$ cat src/sv/msp_pkg.sv
// ----------------------------------------------------------------------------
// msp_pkg
// Shared types and constants of the matrix saddle point finder: register
// indexes, controller states, and the command and status bundles.
// ----------------------------------------------------------------------------
package msp_pkg;

  localparam int CFG_IDX_W    = 2;
  localparam int CFG_DATA_W   = 5;
  localparam int ELEM_W       = 32;
  localparam int IDX_OUT_W    = 4;
  localparam int RESULT_LIMIT = 16;
  localparam int HIT_CNT_W    = $clog2(RESULT_LIMIT + 1);

  localparam logic [CFG_IDX_W-1:0] CFG_ROW_COUNT    = 2'd0;
  localparam logic [CFG_IDX_W-1:0] CFG_COLUMN_COUNT = 2'd1;

  typedef enum logic [2:0] {
    S_LOAD,
    S_ROW,
    S_ROW_WAIT,
    S_COL,
    S_COL_WAIT,
    S_DECIDE,
    S_END
  } msp_state_e;

  // Controller to datapath.
  typedef struct packed {
    logic load_we;       // store the accepted element
    logic search_start;  // clear row counter, hit count and pending hit
    logic row_rd;        // read element of current row, advance column
    logic col_rd;        // read element of candidate column, advance row
    logic decide;        // close current row, log hit if any
    logic finish;        // emit the final result
  } msp_cmd_t;

  // Datapath to controller.
  typedef struct packed {
    logic load_last;     // next element completes the matrix
    logic row_scan_last; // column counter at last column
    logic col_scan_last; // scan counter at last row
    logic row_last;      // current row is the last one
    logic hit_ok;        // current row maximum is a saddle point
    logic limit_next;    // a hit now reaches the result limit
  } msp_status_t;

endpackage

$ cat src/sv/msp_ctrl.sv
// ----------------------------------------------------------------------------
// msp_ctrl
// Sequencer of the saddle point finder: loading, row scan, column scan,
// per-row decision and final result.
// ----------------------------------------------------------------------------
module msp_ctrl (
  input  logic                clk_i,
  input  logic                rst_ni,
  input  logic                start_i,
  input  msp_pkg::msp_status_t status_i,
  output msp_pkg::msp_cmd_t    cmd_o,
  output logic                busy_o
);
  import msp_pkg::*;

  msp_state_e state_q, state_d;

  always_ff @(posedge clk_i or negedge rst_ni) begin
    if (!rst_ni) begin
      state_q <= S_LOAD;
    end else begin
      state_q <= state_d;
    end
  end

  always_comb begin
    state_d = state_q;
    cmd_o   = '0;
    busy_o  = 1'b1;
    case (state_q)
      S_LOAD: begin
        busy_o = 1'b0;
        if (start_i) begin
          cmd_o.load_we = 1'b1;
          if (status_i.load_last) begin
            cmd_o.search_start = 1'b1;
            state_d = S_ROW;
          end
        end
      end
      S_ROW: begin
        cmd_o.row_rd = 1'b1;
        if (status_i.row_scan_last) begin
          state_d = S_ROW_WAIT;
        end
      end
      S_ROW_WAIT: begin
        state_d = S_COL;
      end
      S_COL: begin
        cmd_o.col_rd = 1'b1;
        if (status_i.col_scan_last) begin
          state_d = S_COL_WAIT;
        end
      end
      S_COL_WAIT: begin
        state_d = S_DECIDE;
      end
      S_DECIDE: begin
        cmd_o.decide = 1'b1;
        if ((status_i.hit_ok && status_i.limit_next) || status_i.row_last) begin
          state_d = S_END;
        end else begin
          state_d = S_ROW;
        end
      end
      S_END: begin
        cmd_o.finish = 1'b1;
        state_d = S_LOAD;
      end
      default: begin
        state_d = S_LOAD;
      end
    endcase
  end

endmodule

$ cat config.mk
export PLATFORM = sky130hd
export DESIGN_NAME = msp_ctrl
export DESIGN_NICKNAME = d
export VERILOG_FILES = /design/src/sv/msp_pkg.sv /design/src/sv/msp_ctrl.sv
export SDC_FILE = /design/constraint.sdc
export NUM_CORES = 1
export LEC_CHECK = 0
export BUFFER_PORTS_ARGS = -buffer_cell sky130_fd_sc_hd__buf_2
export CORE_AREA = 2 2 39 41
export CTS_BUF_LIST = sky130_fd_sc_hd__clkbuf_8
export CTS_CLUSTER_SIZE = 10
export DETAILED_ROUTE_END_ITERATION = 6
export DIE_AREA = 0 0 41 43
export GPL_ROUTABILITY_DRIVEN = 0
export GPL_TIMING_DRIVEN = 0
export HOLD_SLACK_MARGIN = 0.08
export PLACE_DENSITY = 0.5
export SYNTH_ARGS = -nofsm -noshare
export SYNTH_HDL_FRONTEND = slang
export SYNTH_SLANG_ARGS = --single-unit
$ cat constraint.sdc
create_clock -name clk_i -period 2.35 [get_ports clk_i]
set_clock_uncertainty 0.05 [all_clocks]
set_input_delay 0.47 -clock clk_i [delete_from_list [all_inputs] [get_ports clk_i]]
set_output_delay 0.47 -clock clk_i [all_outputs]
set_load 0.005 [all_outputs]
==> impl_metrics.yaml <==
synthesis:
  synth_nets: 35
  yosysSeqAreaShare: 0.341
  netlist_top_cells_area: "dfrtp_1 34%, a21oi_1 6.8%, mux2_4 6.8%"
  synth_largest_area_cell: "dfrtp_1"
  ys_ff_latch: 3
  avgSynthCellArea_um2: 8.47
  synth_cell_types: 17
  synth_area_um2: 220
  synthCells: 26
  netlist.area_leader.share: 0.341
  synth_warnings: 0
timing:
  hold_viol: 0
  setup_viol: 0
  setup_tns_ns: 0
  drv_slew: 0
  fmax_ghz: 0.552
  tightestPinTransition_ns: 0.246
  timing.final.crit_share: 0.771
  period_needed_ns: 1.81
  slew_headroom: 0.834
  rsz0062_at_grt: "no"
cells_and_area:
  fin_nets: 56
  drive_gt1_frac: 0.435
  nFillCells: 158
  antennaDiodeCount: 0
  regMostFlops: "state_q"
  seqCellArea_um2: 75.1
  syn2layout_area_growth_pct: 68.2
  multi_input_area_um2: 126
  reg_top3: "state_q (3)"
  largest_register_ffs: 3
detailed_routing:
  finalWirelength_um: 518
  drc_errors: 0
  wl_per_cell_um: 8.35
  num_vias: 252
  ant_nets: 0
  drt_pass1_iterations: 2
  drt_iter0_markers: 5
  via_per_inst: 4.06
pwr:
  p_total_w: 0.000483
  leakagePower_nw: 0.210
  power_density_nw_per_um2: 1310
  ir_worst_vdd_v: 0.000404
min_path:
  hold_start: "status_i[3]"
  hold_depth: 2
  min_to: "state_q[2]"
  min_path_type: "in -> reg"
floorplanning:
  start_util: 0.159
  die_area_um2: 1760
  die_w_um: 41
  coreArea_um2: 1380
  die_y_um: 43
  ios: 16
  core.rowCount: 14
worst_setup_path:
  start_kind: "flip-flop"
  critPathArrivalTime_ns: 1.29
  worst-r2r-cell-count: 4
  crit_path_end_kind: "output port"
  critPathMaxFanout: 9
  crit_type: "reg -> out"
  critical_path_required_ns: 1.83
  reg2reg_to: "state_q[0]"
  reg2reg_from: "state_q[1]"
  reg2reg_slack_ns: 1.10
clock_network:
  cts_tree: "yes"
  cts-buffers-inserted: 3
  htree_levels: 1
  cts_buffer_depth: 2
  clkLatencyLatePin_ns: 0.21
  ctsResizeCount: 0
  cts_setup_buffers: 0
  clock-sinks: 3
  hold_buffers: 1
  cts_root_buf: "clkbuf_8"
  clk_pin_slew_ns: 0.03
grt:
  grt_pass1_wl_um: 848
  antenna_found_initial: 0
  globalRouteTotalUtil: 0.0744
  overflow: 0
  grt_max_degree: 10
  grt_pass1_vias: 243
placement:
  port-buffer-count: 15
  hpwl_um: 423
job:
  maxCapViolCount: 0
status:
  status: "completed"
==> cell families after synthesis <==
kind of cell / share of synthesized area
flip-flops: 0.341
AO/OA/AOI/OAI: 0.261
buffers and inverters: 0.0852
AND/OR/NAND/NOR: 0.244
multiplexers: 0.0682
==> synthesized netlist by cell type, drive strengths merged <==
library cell and instances:
a21o 1, a21oi 3, a221o 1, a311o 1, and3 1, buf 1, dfrtp 3, inv 2
mux2 1, nand2 2, nand2b 1, nor2 4, nor3 1, nor3b 1, o21bai 1, o31ai 1
or3 1
==> stage by stage <==
stage                     hold WS [ns]  std cells   util  cell area (um^2)  setup WS [ns]
final                            0.445         62  0.268               370          0.537
after global routing             0.449         62  0.268               370          0.440
after CTS                        0.442         62  0.268               370          0.520
after detailed placement         0.219         57  0.228               315          0.752
after global placement           0.217         57  0.228               315          0.758
after floorplan                  0.124         26      -               220          0.824
==> layout make-up <==
| type | count | share of cell area |
|---|---|---|
| multi-input cells | 20 | 0.341 |
| repair buffers | 16 | 0.230 |
| flip-flops and latches | 3 | 0.203 |
| clock buffers | 3 | 0.111 |
| well taps | 16 | 0.0541 |
| plain buffers | 1 | 0.0304 |
| inverters | 2 | 0.0203 |
| clock inverters | 1 | 0.0101 |
==> power breakdown <==
group | leakage [nW] | switching, W | internal, W | total, W
registers | 0.0367 | 0.0000304 | 0.0000798 | 0.000110
logic | 0.147 | 0.000105 | 0.000125 | 0.000229
clock network | 0.0269 | 0.0000329 | 0.000111 | 0.000144
==> layout by cell type (no fill, tap or decap), drive strengths merged, types with 2 or more instances in the layout <==
cell type / synthesis / layout
nand2: 2 / 2
a21oi: 3 / 3
dfrtp: 3 / 3
nor2: 4 / 4
inv: 2 / 3
clkbuf: 0 / 3
buf: 1 / 16
==> critical path, stage by stage (launching register included) <==
cell and delay, ns:
dfrtp_1 0.36, buf_6 0.13, or3_1 0.38, nor2_1 0.10, buf_2 0.11
==> how the worst max path moves through the flow <==
stage / endpoint / from / slack [ns] / cells past startpoint
floorplan: cmd_o[4] / state_q[1] / 0.82 / 3
global placement: cmd_o[4] / state_q[1] / 0.76 / 4
detailed placement: cmd_o[4] / state_q[1] / 0.75 / 4
CTS: cmd_o[4] / state_q[1] / 0.52 / 4
global route: cmd_o[5] / state_q[1] / 0.44 / 4
finish: cmd_o[4] / state_q[1] / 0.54 / 4
==> layer usage <==
| layer | vias to the layer above | GRT usage | part of all wire |
|---|---|---|---|
| met5 | - | 0 | 0 |
| met4 | 0 | 0.0600 | 0 |
| met3 | 0 | 0.0314 | 0.11 |
| met2 | 11 | 0.125 | 0.50 |
| met1 | 109 | 0.0613 | 0.39 |
| li1 | 132 | - | - |
No activity file was read; power rests on OpenSTA's default activity.
